**config.mk**
```make
export PLATFORM = sky130hd
export DESIGN_NAME = webp_header_dimension_parser_flat
export DESIGN_NICKNAME = d
export VERILOG_FILES = /design/src/hdl/whp_pkg.sv /design/src/hdl/whp_if.sv /design/src/hdl/whp_step.sv /design/src/hdl/webp_header_dimension_parser.sv /design/src/flat_wrapper.sv
export SDC_FILE = /design/constraint.sdc
export NUM_CORES = 1
export LEC_CHECK = 0
export ABC_AREA = 1
export BUFFER_PORTS_ARGS = -buffer_cell sky130_fd_sc_hd__buf_2
export CAP_MARGIN = 20
export CORE_MARGIN = 2
export CORE_UTILIZATION = 60
export DETAILED_ROUTE_END_ITERATION = 10
export GPL_TIMING_DRIVEN = 0
export PLACE_DENSITY = 0.89
export SLEW_MARGIN = 5
export SYNTH_ARGS = -nofsm -noshare
export SYNTH_HDL_FRONTEND = slang
export SYNTH_SLANG_ARGS = --single-unit
```
**constraint.sdc**
```tcl
create_clock -name clk -period 7.8 [get_ports clk]
set_input_delay 0.78 -clock clk [delete_from_list [all_inputs] [get_ports clk]]
set_output_delay 0.78 -clock clk [all_outputs]
set_load 0.05 [all_outputs]
```
**src/hdl/whp_pkg.sv**
```systemverilog
// ----------------------------------------------------------------------------
// whp_pkg
// Types, codes and tag tables shared by the header dimension parser files.
// ----------------------------------------------------------------------------
package whp_pkg;

  localparam logic [1:0] ST_OK          = 2'd0;
  localparam logic [1:0] ST_NOT_WEBP    = 2'd1;
  localparam logic [1:0] ST_UNSUPPORTED = 2'd2;
  localparam logic [1:0] ST_TRUNCATED   = 2'd3;

  localparam logic [1:0] FMT_VP8  = 2'd0;
  localparam logic [1:0] FMT_VP8L = 2'd1;
  localparam logic [1:0] FMT_VP8X = 2'd2;

  localparam logic [13:0] DIM14_MASK = 14'h3FFF;

  localparam logic [4:0] POS_MAX       = 5'd31;
  localparam logic [4:0] POS_TAG_END   = 5'd11;
  localparam logic [4:0] POS_CHUNK_END = 5'd15;
  localparam logic [4:0] POS_DIMS      = 5'd20;
  localparam logic [4:0] POS_VP8L_DONE = 5'd24;
  localparam logic [4:0] POS_VP8_DONE  = 5'd29;

  localparam logic [7:0] CHR_X     = 8'h58;
  localparam logic [7:0] CHR_L     = 8'h4C;
  localparam logic [7:0] CHR_SPACE = 8'h20;

  typedef struct packed {
    logic [4:0]  byte_position;
    logic        tags_match;
    logic [1:0]  format_code;
    logic [47:0] dims_shift;
    logic        parse_done;
  } state_t;

  localparam state_t STATE_RESET = '{
    byte_position: 5'd0,
    tags_match:    1'b1,
    format_code:   FMT_VP8,
    dims_shift:    48'd0,
    parse_done:    1'b0
  };

  typedef struct packed {
    logic [1:0]  status;
    logic [1:0]  image_format;
    logic [24:0] image_width;
    logic [24:0] image_height;
  } result_t;

  typedef struct packed {
    logic [7:0] data_byte;
    logic       first_byte;
    logic       end_of_file;
  } byte_item_t;

  // true when the byte at a header position 0..15 is acceptable
  function automatic logic tag_ok(input logic [3:0] pos, input logic [7:0] b);
    logic ok;
    ok = 1'b1;
    case (pos)
      4'd0:    ok = (b == 8'h52);
      4'd1:    ok = (b == 8'h49);
      4'd2:    ok = (b == 8'h46);
      4'd3:    ok = (b == 8'h46);
      4'd8:    ok = (b == 8'h57);
      4'd9:    ok = (b == 8'h45);
      4'd10:   ok = (b == 8'h42);
      4'd11:   ok = (b == 8'h50);
      4'd12:   ok = (b == 8'h56);
      4'd13:   ok = (b == 8'h50);
      4'd14:   ok = (b == 8'h38);
      default: ok = 1'b1;
    endcase
    return ok;
  endfunction

endpackage

```
**src/hdl/whp_if.sv**
```systemverilog
// ----------------------------------------------------------------------------
// whp_if
// Valid/ready channels for the file bytes and for the parse results.
// ----------------------------------------------------------------------------
interface whp_byte_if;
  logic       valid;
  logic       ready;
  logic [7:0] data_byte;
  logic       first_byte;
  logic       end_of_file;

  modport source (output valid, output data_byte, output first_byte,
                  output end_of_file, input ready);
  modport sink (input valid, input data_byte, input first_byte,
                input end_of_file, output ready);
endinterface

interface whp_result_if;
  logic        valid;
  logic        ready;
  logic [1:0]  status;
  logic [1:0]  image_format;
  logic [24:0] image_width;
  logic [24:0] image_height;

  modport source (output valid, output status, output image_format,
                  output image_width, output image_height, input ready);
  modport sink (input valid, input status, input image_format,
                input image_width, input image_height, output ready);
endinterface

```
**src/hdl/whp_step.sv**
```systemverilog
// ----------------------------------------------------------------------------
// whp_step
// Combinational parse step: next state and optional result for one byte.
// ----------------------------------------------------------------------------
module whp_step (
  input  whp_pkg::state_t     state,
  input  whp_pkg::byte_item_t item,
  output whp_pkg::state_t     state_next,
  output logic                emit,
  output whp_pkg::result_t    result
);

  whp_pkg::state_t s;
  whp_pkg::state_t upd;
  logic [4:0]  pos;
  logic [31:0] word;
  logic        tags_now;

  always_comb begin
    s = item.first_byte ? whp_pkg::STATE_RESET : state;
    pos = s.byte_position;
    upd = s;
    emit = 1'b0;
    result = '0;

    upd.byte_position = (pos < whp_pkg::POS_MAX) ? pos + 5'd1 : pos;
    tags_now = s.tags_match;
    if (!pos[4] && !whp_pkg::tag_ok(pos[3:0], item.data_byte)) begin
      tags_now = 1'b0;
    end
    upd.tags_match = tags_now;
    if (pos >= whp_pkg::POS_DIMS) begin
      upd.dims_shift = {item.data_byte, s.dims_shift[47:8]};
    end
    word = upd.dims_shift[47:16];

    if (pos == whp_pkg::POS_TAG_END && !tags_now) begin
      emit = 1'b1;
      result.status = whp_pkg::ST_NOT_WEBP;
    end else if (pos == whp_pkg::POS_CHUNK_END &&
                 !(tags_now && (item.data_byte == whp_pkg::CHR_X ||
                                item.data_byte == whp_pkg::CHR_L ||
                                item.data_byte == whp_pkg::CHR_SPACE))) begin
      emit = 1'b1;
      result.status = whp_pkg::ST_UNSUPPORTED;
    end else begin
      if (pos == whp_pkg::POS_CHUNK_END) begin
        unique case (item.data_byte)
          whp_pkg::CHR_X: upd.format_code = whp_pkg::FMT_VP8X;
          whp_pkg::CHR_L: upd.format_code = whp_pkg::FMT_VP8L;
          default:        upd.format_code = whp_pkg::FMT_VP8;
        endcase
      end
      if (upd.format_code == whp_pkg::FMT_VP8L && pos == whp_pkg::POS_VP8L_DONE) begin
        emit = 1'b1;
        result.status = whp_pkg::ST_OK;
        result.image_format = whp_pkg::FMT_VP8L;
        result.image_width  = 25'(word[13:0]) + 25'd1;
        result.image_height = 25'(word[27:14]) + 25'd1;
      end else if (upd.format_code == whp_pkg::FMT_VP8X &&
                   pos == whp_pkg::POS_VP8_DONE) begin
        emit = 1'b1;
        result.status = whp_pkg::ST_OK;
        result.image_format = whp_pkg::FMT_VP8X;
        result.image_width  = 25'(upd.dims_shift[23:0]) + 25'd1;
        result.image_height = 25'(upd.dims_shift[47:24]) + 25'd1;
      end else if (upd.format_code == whp_pkg::FMT_VP8 &&
                   pos == whp_pkg::POS_VP8_DONE) begin
        emit = 1'b1;
        result.status = whp_pkg::ST_OK;
        result.image_format = whp_pkg::FMT_VP8;
        result.image_width  = 25'(upd.dims_shift[29:16] & whp_pkg::DIM14_MASK);
        result.image_height = 25'(upd.dims_shift[45:32] & whp_pkg::DIM14_MASK);
      end else if (item.end_of_file) begin
        emit = 1'b1;
        result.status = whp_pkg::ST_TRUNCATED;
        result.image_format = (pos >= whp_pkg::POS_CHUNK_END) ? upd.format_code
                                                              : whp_pkg::FMT_VP8;
      end
    end

    if (s.parse_done) begin
      upd = s;
      emit = 1'b0;
      result = '0;
    end
    if (emit) begin
      upd.parse_done = 1'b1;
    end
    state_next = upd;
  end

endmodule

```
**src/hdl/webp_header_dimension_parser.sv**
```systemverilog
// ----------------------------------------------------------------------------
// webp_header_dimension_parser
// Streams a WebP file byte by byte and reports format and image dimensions.
// ----------------------------------------------------------------------------
//  channel     | dir | payload                                        | items
//  byte_in     | in  | data_byte[7:0] first_byte end_of_file          | one per byte
//  result_out  | out | status[1:0] image_format[1:0] image_width[24:0] | one per file
//              |     | image_height[24:0]                             |
//
//  one byte per cycle sustained while no stalled result holds the bytes; a result
//  passes from its byte through the input register, then the result register
//  a stalled result blocks only the next byte that would make a result;
//  bytes that make none keep flowing through the parse state
//  rst is synchronous; after reset a byte without first_byte starts a file
// ----------------------------------------------------------------------------
module webp_header_dimension_parser (
  input logic          clk,
  input logic          rst,
  whp_byte_if.sink     byte_in,
  whp_result_if.source result_out
);

  logic                in_valid;
  whp_pkg::byte_item_t in_item;
  whp_pkg::state_t     state;
  whp_pkg::state_t     state_next;
  logic                emit;
  whp_pkg::result_t    step_result;
  logic                out_valid;
  whp_pkg::result_t    out_result;
  logic                advance;

  whp_step u_step (
    .state      (state),
    .item       (in_item),
    .state_next (state_next),
    .emit       (emit),
    .result     (step_result)
  );

  assign advance = in_valid && (!emit || !out_valid || result_out.ready);
  assign byte_in.ready = !in_valid || advance;

  always_ff @(posedge clk) begin
    if (rst) begin
      in_valid <= 1'b0;
    end else if (byte_in.ready) begin
      in_valid <= byte_in.valid;
    end
    if (byte_in.ready && byte_in.valid) begin
      in_item.data_byte   <= byte_in.data_byte;
      in_item.first_byte  <= byte_in.first_byte;
      in_item.end_of_file <= byte_in.end_of_file;
    end
  end

  always_ff @(posedge clk) begin
    if (rst) begin
      state <= whp_pkg::STATE_RESET;
    end else if (advance) begin
      state <= state_next;
    end
  end

  always_ff @(posedge clk) begin
    if (rst) begin
      out_valid <= 1'b0;
    end else if (advance && emit) begin
      out_valid <= 1'b1;
    end else if (result_out.ready) begin
      out_valid <= 1'b0;
    end
    if (advance && emit) begin
      out_result <= step_result;
    end
  end

  assign result_out.valid        = out_valid;
  assign result_out.status       = out_result.status;
  assign result_out.image_format = out_result.image_format;
  assign result_out.image_width  = out_result.image_width;
  assign result_out.image_height = out_result.image_height;

  // a result leaving the step stage lands in the result register
  a_emit_lands: assert property (@(posedge clk) disable iff (rst)
    advance && emit |=> out_valid)
    else $error("result lost on its way to the output register");

  // a finished file makes no further result until a new first byte
  a_done_quiet: assert property (@(posedge clk) disable iff (rst)
    in_valid && state.parse_done && !in_item.first_byte |-> !emit)
    else $error("second result for one file");

  // an open parse always finishes before the position saturates
  a_pos_bound: assert property (@(posedge clk) disable iff (rst)
    !state.parse_done |-> state.byte_position != whp_pkg::POS_MAX)
    else $error("byte position saturated during an open parse");

  // lossless and extended dimensions carry a plus one and are never zero
  a_dims_nonzero: assert property (@(posedge clk) disable iff (rst)
    out_valid && out_result.status == whp_pkg::ST_OK &&
    out_result.image_format != whp_pkg::FMT_VP8 |->
    out_result.image_width != 25'd0 && out_result.image_height != 25'd0)
    else $error("zero dimension on a lossless or extended result");

endmodule
```
**src/flat_wrapper.sv**
```systemverilog
// flat-port wrapper written by rule: the top's interface ports become plain ports
module webp_header_dimension_parser_flat 
  (clk, rst, byte_in_valid, byte_in_data_byte, byte_in_first_byte, byte_in_end_of_file, byte_in_ready, result_out_valid, result_out_status, result_out_image_format, result_out_image_width, result_out_image_height, result_out_ready);
  whp_byte_if byte_in_i ();
  whp_result_if result_out_i ();
  input logic clk;
  input logic rst;
  input wire logic [$bits(byte_in_i.valid)-1:0] byte_in_valid;
  input wire logic [$bits(byte_in_i.data_byte)-1:0] byte_in_data_byte;
  input wire logic [$bits(byte_in_i.first_byte)-1:0] byte_in_first_byte;
  input wire logic [$bits(byte_in_i.end_of_file)-1:0] byte_in_end_of_file;
  output wire logic [$bits(byte_in_i.ready)-1:0] byte_in_ready;
  output wire logic [$bits(result_out_i.valid)-1:0] result_out_valid;
  output wire logic [$bits(result_out_i.status)-1:0] result_out_status;
  output wire logic [$bits(result_out_i.image_format)-1:0] result_out_image_format;
  output wire logic [$bits(result_out_i.image_width)-1:0] result_out_image_width;
  output wire logic [$bits(result_out_i.image_height)-1:0] result_out_image_height;
  input wire logic [$bits(result_out_i.ready)-1:0] result_out_ready;
  assign byte_in_i.valid = byte_in_valid;
  assign byte_in_i.data_byte = byte_in_data_byte;
  assign byte_in_i.first_byte = byte_in_first_byte;
  assign byte_in_i.end_of_file = byte_in_end_of_file;
  assign byte_in_ready = byte_in_i.ready;
  assign result_out_valid = result_out_i.valid;
  assign result_out_status = result_out_i.status;
  assign result_out_image_format = result_out_i.image_format;
  assign result_out_image_width = result_out_i.image_width;
  assign result_out_image_height = result_out_i.image_height;
  assign result_out_i.ready = result_out_ready;
  webp_header_dimension_parser u_core (.clk(clk), .rst(rst), .byte_in(byte_in_i), .result_out(result_out_i));
endmodule
```
==> Yosys cells after proc, flatten, opt, wreduce, memory -nomap -nowiden <==
Index checks and enable logic that the tools add are counted.
{ "totals": {"ff_bits": 123, "word_cells": 112, "out_inout_bits": 56} }
{ "op_classes": {"n_mux": 30, "add_sub_neg": 5, "n_reduce_logical": 30, "n_eq_ne": 28, "magnitude_cmp": 3} }
{ "ops": {"columns": ["cell", "count"], "rows": [
  ["2-to-1 mux 57 bit", 2],
  ["2-to-1 mux 54 bit", 2],
  ["== test 8 x 7 -> 1 bit (second input constant)", 10],
  ["adder 24 x 1 -> 25 bit (second input constant)", 2],
  ["2-to-1 mux 48 bit", 1],
  ["2-to-1 mux 39 bit", 1],
  ["adder 14 x 1 -> 15 bit (second input constant)", 2],
  ["== test 4 bit (second input constant)", 7],
  ["== test 8 x 6 -> 1 bit (second input constant)", 2],
  ["2-to-1 mux 2 bit", 7],
  ["2-to-1 mux 1 bit", 12],
  ["== test 5 x 4 -> 1 bit (second input constant)", 2],
  ["== test 5 bit (second input constant)", 2],
  ["logical AND 1 bit", 10],
  ["case mux 1 bit (9 select lines)", 1],
  ["== test 4 x 2 -> 1 bit (second input constant)", 2],
  ["2-to-1 mux 4 bit", 2],
  ["logical NOT 1 bit", 7],
  ["OR reduction 2 bit", 3],
  ["adder 5 x 1 -> 5 bit (second input constant)", 1],
  ["greater-or-equal comparator 5 x 4 -> 1 bit (second input constant)", 1],
  ["greater-or-equal comparator 5 bit (second input constant)", 1],
  ["logical OR 1 bit", 5],
  ["< comparator 5 bit (second input constant)", 1],
  ["10 further kinds", 10]
]} }

==> Longest topological paths before layout <==
{ "depth": {"word_depth": 26, "mapped_depth": 23, "ltp_nobuf": 22} }

==> Hierarchy <==
A second synthesis with hierarchy kept.
{ "hier_totals": {"cells_unflattened": 1388, "hier_area_um2": 9182.6} }
{ "by_module_without_submodules": {"columns": ["module", "seq_area_each_um2", "cells_each", "instances", "area_each_um2"], "rows": [
  ["whp_step", 0.0, 936, 1, 4629.4],
  ["webp_header_dimension_parser", 3103.0, 452, 1, 4553.1]
]} }

==> Worst setup path after synthesis <==
OpenSTA, ideal clock, no wires.
{ "synth_timing": {"kind": "reg-to-reg", "startpoint": "register u_core.in_item[1] (netlist name)", "endpoint": "register u_core.out_result, in the netlist u_core.result_out.image_format[0] (enable)", "path_stages_with_launch": 17, "t_arrival_ns": 3.131, "n_path_buf": 0, "path_slack_ns": 4.261, "setup_time_ns": 0.408, "cell_sequence": "edfxtp_1 -> inv_2 -> nand2_2 -> nor2_1 -> inv_1 -> nor2_1 -> ha_1 -> nand2_1 -> o21ai_1 -> inv_1 -> nor2_1 -> nor3_1 -> nand3_1 -> nand2_1 -> inv_1 -> nand3_1 -> inv_1"} }
{ "synth_via": {"elab_chain_cells": 18, "word_cells_on_any_way": 48, "cone_classes": "eq/ne: 16; mux: 12; reduce/logical: 20"} }
{ "synth_lines": {"columns": ["element", "line_no", "rtl"], "rows": [
  ["from (decl)", "webp_header_dimension_parser.sv:24", "whp_pkg::byte_item_t in_item;"],
  ["2-to-1 mux 57 bit *", "whp_step.sv:20", "s = item.first_byte ? whp_pkg::STATE_RESET : state;"],
  ["== test 5 x 4 -> 1 bit, or another cell as far along", "whp_step.sv:40, whp_step.sv:47", null],
  ["2-to-1 mux 2 bit or OR reduction 2 bit (tied branches)", null, null],
  ["2-to-1 mux 2 bit or case mux 1 bit (9 select lines) (tied branches)", "whp_step.sv:40, whp_pkg.sv:62", null],
  ["2-to-1 mux 2 bit or logical NOT 1 bit (tied branches)", "whp_step.sv:37, whp_step.sv:28", null],
  ["logical NOT 2 bit or logical AND 1 bit (tied branches)", "whp_step.sv:67, whp_step.sv:28", null],
  ["logical AND 1 bit or 2-to-1 mux 1 bit (tied branches)", "whp_step.sv:67, whp_step.sv:28", null],
  ["2-to-1 mux 1 bit or logical AND 1 bit (tied branches)", "whp_step.sv:67, whp_step.sv:41", null],
  ["2-to-1 mux 1 bit or logical NOT 1 bit (tied branches)", "whp_step.sv:60, whp_step.sv:41", null],
  ["2-to-1 mux 1 bit or logical AND 1 bit (tied branches)", "whp_step.sv:54, whp_step.sv:40", null],
  ["2-to-1 mux 1 bit", "whp_step.sv:40", "end else if (pos == whp_pkg::POS_CHUNK_END &&"],
  ["2-to-1 mux 1 bit", "whp_step.sv:37", "if (pos == whp_pkg::POS_TAG_END && !tags_now) begin"],
  ["2-to-1 mux 1 bit *", "whp_step.sv:82", "if (s.parse_done) begin"],
  ["logical NOT 1 bit", "webp_header_dimension_parser.sv:41", "assign advance = in_valid && (!emit || !out_valid || result_out.ready);"],
  ["logical OR 1 bit (2 in series)", "webp_header_dimension_parser.sv:41", null],
  ["logical AND 1 bit", "webp_header_dimension_parser.sv:41", null],
  ["logical AND 1 bit *", "webp_header_dimension_parser.sv:73", "if (advance && emit) begin"],
  ["to (signal assigned)", "webp_header_dimension_parser.sv:74", "out_result <= step_result;"],
  ["to (decl)", "webp_header_dimension_parser.sv:30", "whp_pkg::result_t out_result;"]
]} }
Every way passes the cells marked *; elsewhere a longest branch is shown, timed or not. The select of a mux whose other input is x is not followed.
A chain may end at the register's enable or synchronous reset.

==> Worst setup path after layout <==
{ "layout_timing": {"startpoint": "register u_core.in_item[1] (netlist name)", "endpoint": "output byte_in_ready"} }
{ "layout_via": {"elab_chain_cells": 18, "word_cells_on_any_way": 48, "cone_classes": "eq/ne: 16; mux: 12; reduce/logical: 20"} }
{ "layout_lines": {"columns": ["element", "line_no", "rtl"], "rows": [
  ["2-to-1 mux 57 bit *", "whp_step.sv:20", null],
  ["== test 5 x 4 -> 1 bit, or another cell as far along", "whp_step.sv:40, whp_step.sv:47", null],
  ["2-to-1 mux 2 bit or OR reduction 2 bit (tied branches)", null, null],
  ["2-to-1 mux 2 bit or case mux 1 bit (9 select lines) (tied branches)", "whp_step.sv:40, whp_pkg.sv:62", null],
  ["2-to-1 mux 2 bit or logical NOT 1 bit (tied branches)", "whp_step.sv:37, whp_step.sv:28", null],
  ["logical NOT 2 bit or logical AND 1 bit (tied branches)", "whp_step.sv:67, whp_step.sv:28", null],
  ["logical AND 1 bit or 2-to-1 mux 1 bit (tied branches)", "whp_step.sv:67, whp_step.sv:28", null],
  ["2-to-1 mux 1 bit or logical AND 1 bit (tied branches)", "whp_step.sv:67, whp_step.sv:41", null],
  ["2-to-1 mux 1 bit or logical NOT 1 bit (tied branches)", "whp_step.sv:60, whp_step.sv:41", null],
  ["2-to-1 mux 1 bit or logical AND 1 bit (tied branches)", "whp_step.sv:54, whp_step.sv:40", null],
  ["2-to-1 mux 1 bit", "whp_step.sv:40", null],
  ["2-to-1 mux 1 bit", "whp_step.sv:37", null],
  ["2-to-1 mux 1 bit *", "whp_step.sv:82", null],
  ["logical NOT 1 bit *", "webp_header_dimension_parser.sv:41", null],
  ["logical OR 1 bit * (2 in series)", "webp_header_dimension_parser.sv:41", null],
  ["logical AND 1 bit *", "webp_header_dimension_parser.sv:41", null],
  ["logical OR 1 bit *", "webp_header_dimension_parser.sv:42", "assign byte_in.ready = !in_valid || advance;"],
  ["to (decl)", "flat_wrapper.sv:12", "output wire logic [$bits(byte_in_i.ready)-1:0] byte_in_ready;"]
]} }
Marks and branches as above.

==> results.cfg <==
[status]
status = finished clean

[sta]
skew_ns = 0.00802
hold_viol = 0
final-setup-viol-count = 0
slew_violations = 0
tightest_slew_ns = 1.04
fin_crit_ns = 4.18
fin_setup_tns_ns = 0
rsz0062_at_grt = false
setup_slack_ns = 3.62
max_clock_freq_ghz = 0.239
min_period_over_period_pct = 53.6
slew_headroom_pct = 30.0

[yosys]
syn_area_um2 = 8480
synth_cells = 1282
syn_area_per_cell_um2 = 6.62
synthDistinctLibCells = 48
synth_area_leaders = edfxtp_1, dfxtp_1, nand2_1
synth_fp_nets = 1301
synth_edf_count = 64
synth_xor_area_share_pct = 2.06
synth-compound-area-share_pct = 15.9
ys.flop_type = edfxtp_1
synthMuxAreaShare_pct = 0.236
synthSimpleGateAreaFrac_pct = 33.1
synth_top_area_cell = edfxtp_1
synth_top_area_share_pct = 22.7
yosys_warnings = 0
async_flop_share_pct = 0
synth_seq_cells = 123
yosys.area_share.adder_pct = 0.737
yosysSeqAreaShare_pct = 36.6
synth_top_family_by_area = simple AND/OR/NAND/NOR gates

[drt]
dr.pass1.iters = 7
drc = 0
wl_per_cell_um = 16.7
vias = 9198
ant_nets = 0
via_per_inst = 5.88
drt_iter0_drc = 1500
drt-total-wl_mm = 26.1

[critical_path]
worstPathMaxFanout = 6
startpoint_type = flop
worst-endpoint-arrival_ns = 3.40
crit_slowest_cell = edfxtp_1
reg2reg_slack_ns = 3.89
cp.required_ns = 7.02
path_class = reg -> out
cpPeakStageDelay_ns = 0.49
crit_chain = inv_2, nand2_2, nor2_1, inv_1, nor2_1, ha_1, nand2_1, o21ai_1, inv_1, nor2_1, nor3_1, nand3_1, nand2_1, inv_1, nand3_1, buf_2
crit_path_end_kind = output pin

[place]
dp_slack_ns = 4.10
io_buffer_count = 69
place.gp.congestion = 1.00
place_hpwl_mm = 19.1

[global_route]
grt_max_degree = 50
grt_first_pass_wirelength_mm = 41.7
grt.total_usage_pct = 35.7
grt-ovfl-total = 0
antenna_found_initial = 0
grt_pass1_vias = 8360

[floorplanning]
core_area_um2 = 13800
num_rows = 43
io_pins = 70
dieArea_um2 = 15100
die_x_um = 123
initial_core_util_pct = 61.4
die_h_um = 123

[layout]
fin_util_pct = 69.7
area_growth_pct = 13.5
drive_gt1_share_pct = 14.3
layout_common_cells = nand2_1, nor2_1, inv_1, o21ai_0, buf_2
layout.nets = 1390
final_common_cell = nand2_1
diodes = 0

[cts]
cts_resized = 0
clockBufferDepth = 2
clock_sinks = 123
h-tree-depth = 4
clkTransAtPathRegs_ns = 0.06
insertion_delay_ns = 0.43
root_buffer = clkbuf_16
postCtsSetupRepairBufs = 0
holdBufCountCts = 0
numCtsBuffers = 17
cts_tree = yes

[worst_hold_path]
hold_path_class = reg -> reg

[power]
p_leak_uw = 0.00412
total_power_uw = 1720
powerDensity_nw_per_um2 = 179
worst_ir_drop_vdd_mv = 0.131

[flow_run]
maxCapViolations = 0
[critical path: cells and delay by family (launching register included)]
kind,cells,cell delay (ns)
AO/OA/AOI/OAI,1,0.22
adder cells (fa/ha/maj),1,0.33
AND/OR/NAND/NOR,9,1.25
flip-flops,1,0.49
buffers and inverters,5,0.69
[layer usage]
layer	up-vias	part of all wire, %	global-route usage (%)
li1	4333	-	-
met1	4048	38	47.0
met2	693	45	56.3
met3	124	13	7.84
met4	0	4.2	16.4
met5	-	0	0
[where the power goes]
group | leakage, µW | internal [µW] | switching [µW]
combinational | 0.00276 | 61.9 | 172
clock | 0.000271 | 464 | 298
sequential | 0.00109 | 709 | 15.9
total | 0.00412 | 1230 | 486
[cell families (layout without fill, tap and decap cells)]
| group | count (synthesis) | after routing |
|---|---|---|
| xor gates and xnor gates | 20 | 20 |
| AOI/OAI and AO/OA | 238 | 238 |
| buffers and inverters | 231 | 333 |
| adders and majority gates | 5 | 5 |
| DFF | 123 | 123 |
| muxes | 2 | 2 |
| and+or+nand+nor | 663 | 663 |
[final cells by class]
cell class | instances | area [µm²]
plain buffers | 60 | 328
inverters | 171 | 642
multi-input cells | 928 | 4410
well taps | 180 | 225
repair buffers | 70 | 365
clock inverters | 14 | 129
clock buffers | 18 | 429
flip-flops and latches | 123 | 3100
fillers | 1133 | 4190
[flip-flops by register name (all words and copies together), names as in the netlist]
signal	count
u_core.in_item	10
u_core.in_valid	1
u_core.result_out.image_format	2
u_core.result_out.image_height	25
u_core.result_out.image_width	25
u_core.result_out.status	2
u_core.result_out.valid	1
u_core.state	57
[Yosys cell counts (8+ instances only)]
| cell | instances |
|---|---|
| buf_6 | 8 |
| nand2_1 | 312 |
| o21ai_2 | 17 |
| a21oi_1 | 63 |
| nand3_1 | 75 |
| o21ai_1 | 25 |
| dfxtp_1 | 59 |
| nor3_1 | 15 |
| nor2_1 | 211 |
| buf_2 | 19 |
| buf_1 | 8 |
| edfxtp_1 | 64 |
| xor2_1 | 18 |
| clkbuf_1 | 22 |
| nor2_2 | 12 |
| nand4_1 | 10 |
| o21a_1 | 8 |
| a31oi_1 | 14 |
| inv_1 | 152 |
| o21ai_0 | 89 |
| inv_2 | 16 |
[worst paths after layout]
check | from | endpoint | depth (start not counted)
min | u_core.state[7]$_SDFFE_PP0P_ | u_core.state[7]$_SDFFE_PP0P_ | 2
min reg2reg | u_core.state[7]$_SDFFE_PP0P_ | u_core.state[7]$_SDFFE_PP0P_ | 2
max reg2reg | u_core.in_item[1]$_DFFE_PP_ | u_core.result_out.image_height[4]$_SDFFCE_PP0P_ | 15
max | u_core.in_item[1]$_DFFE_PP_ | byte_in_ready | 16
[metrics by stage]
step / instances / cell area (µm²) / hold slack [ns]
after floorplan: 1282 / 8480 / 0.430
after global placement: 1531 / 9050 / 0.455
after detailed placement: 1532 / 9070 / 0.458
after CTS: 1564 / 9630 / 0.492
after global routing: 1564 / 9630 / 0.524
final: 1564 / 9630 / 0.485
(Power assumes the default switching activity.)
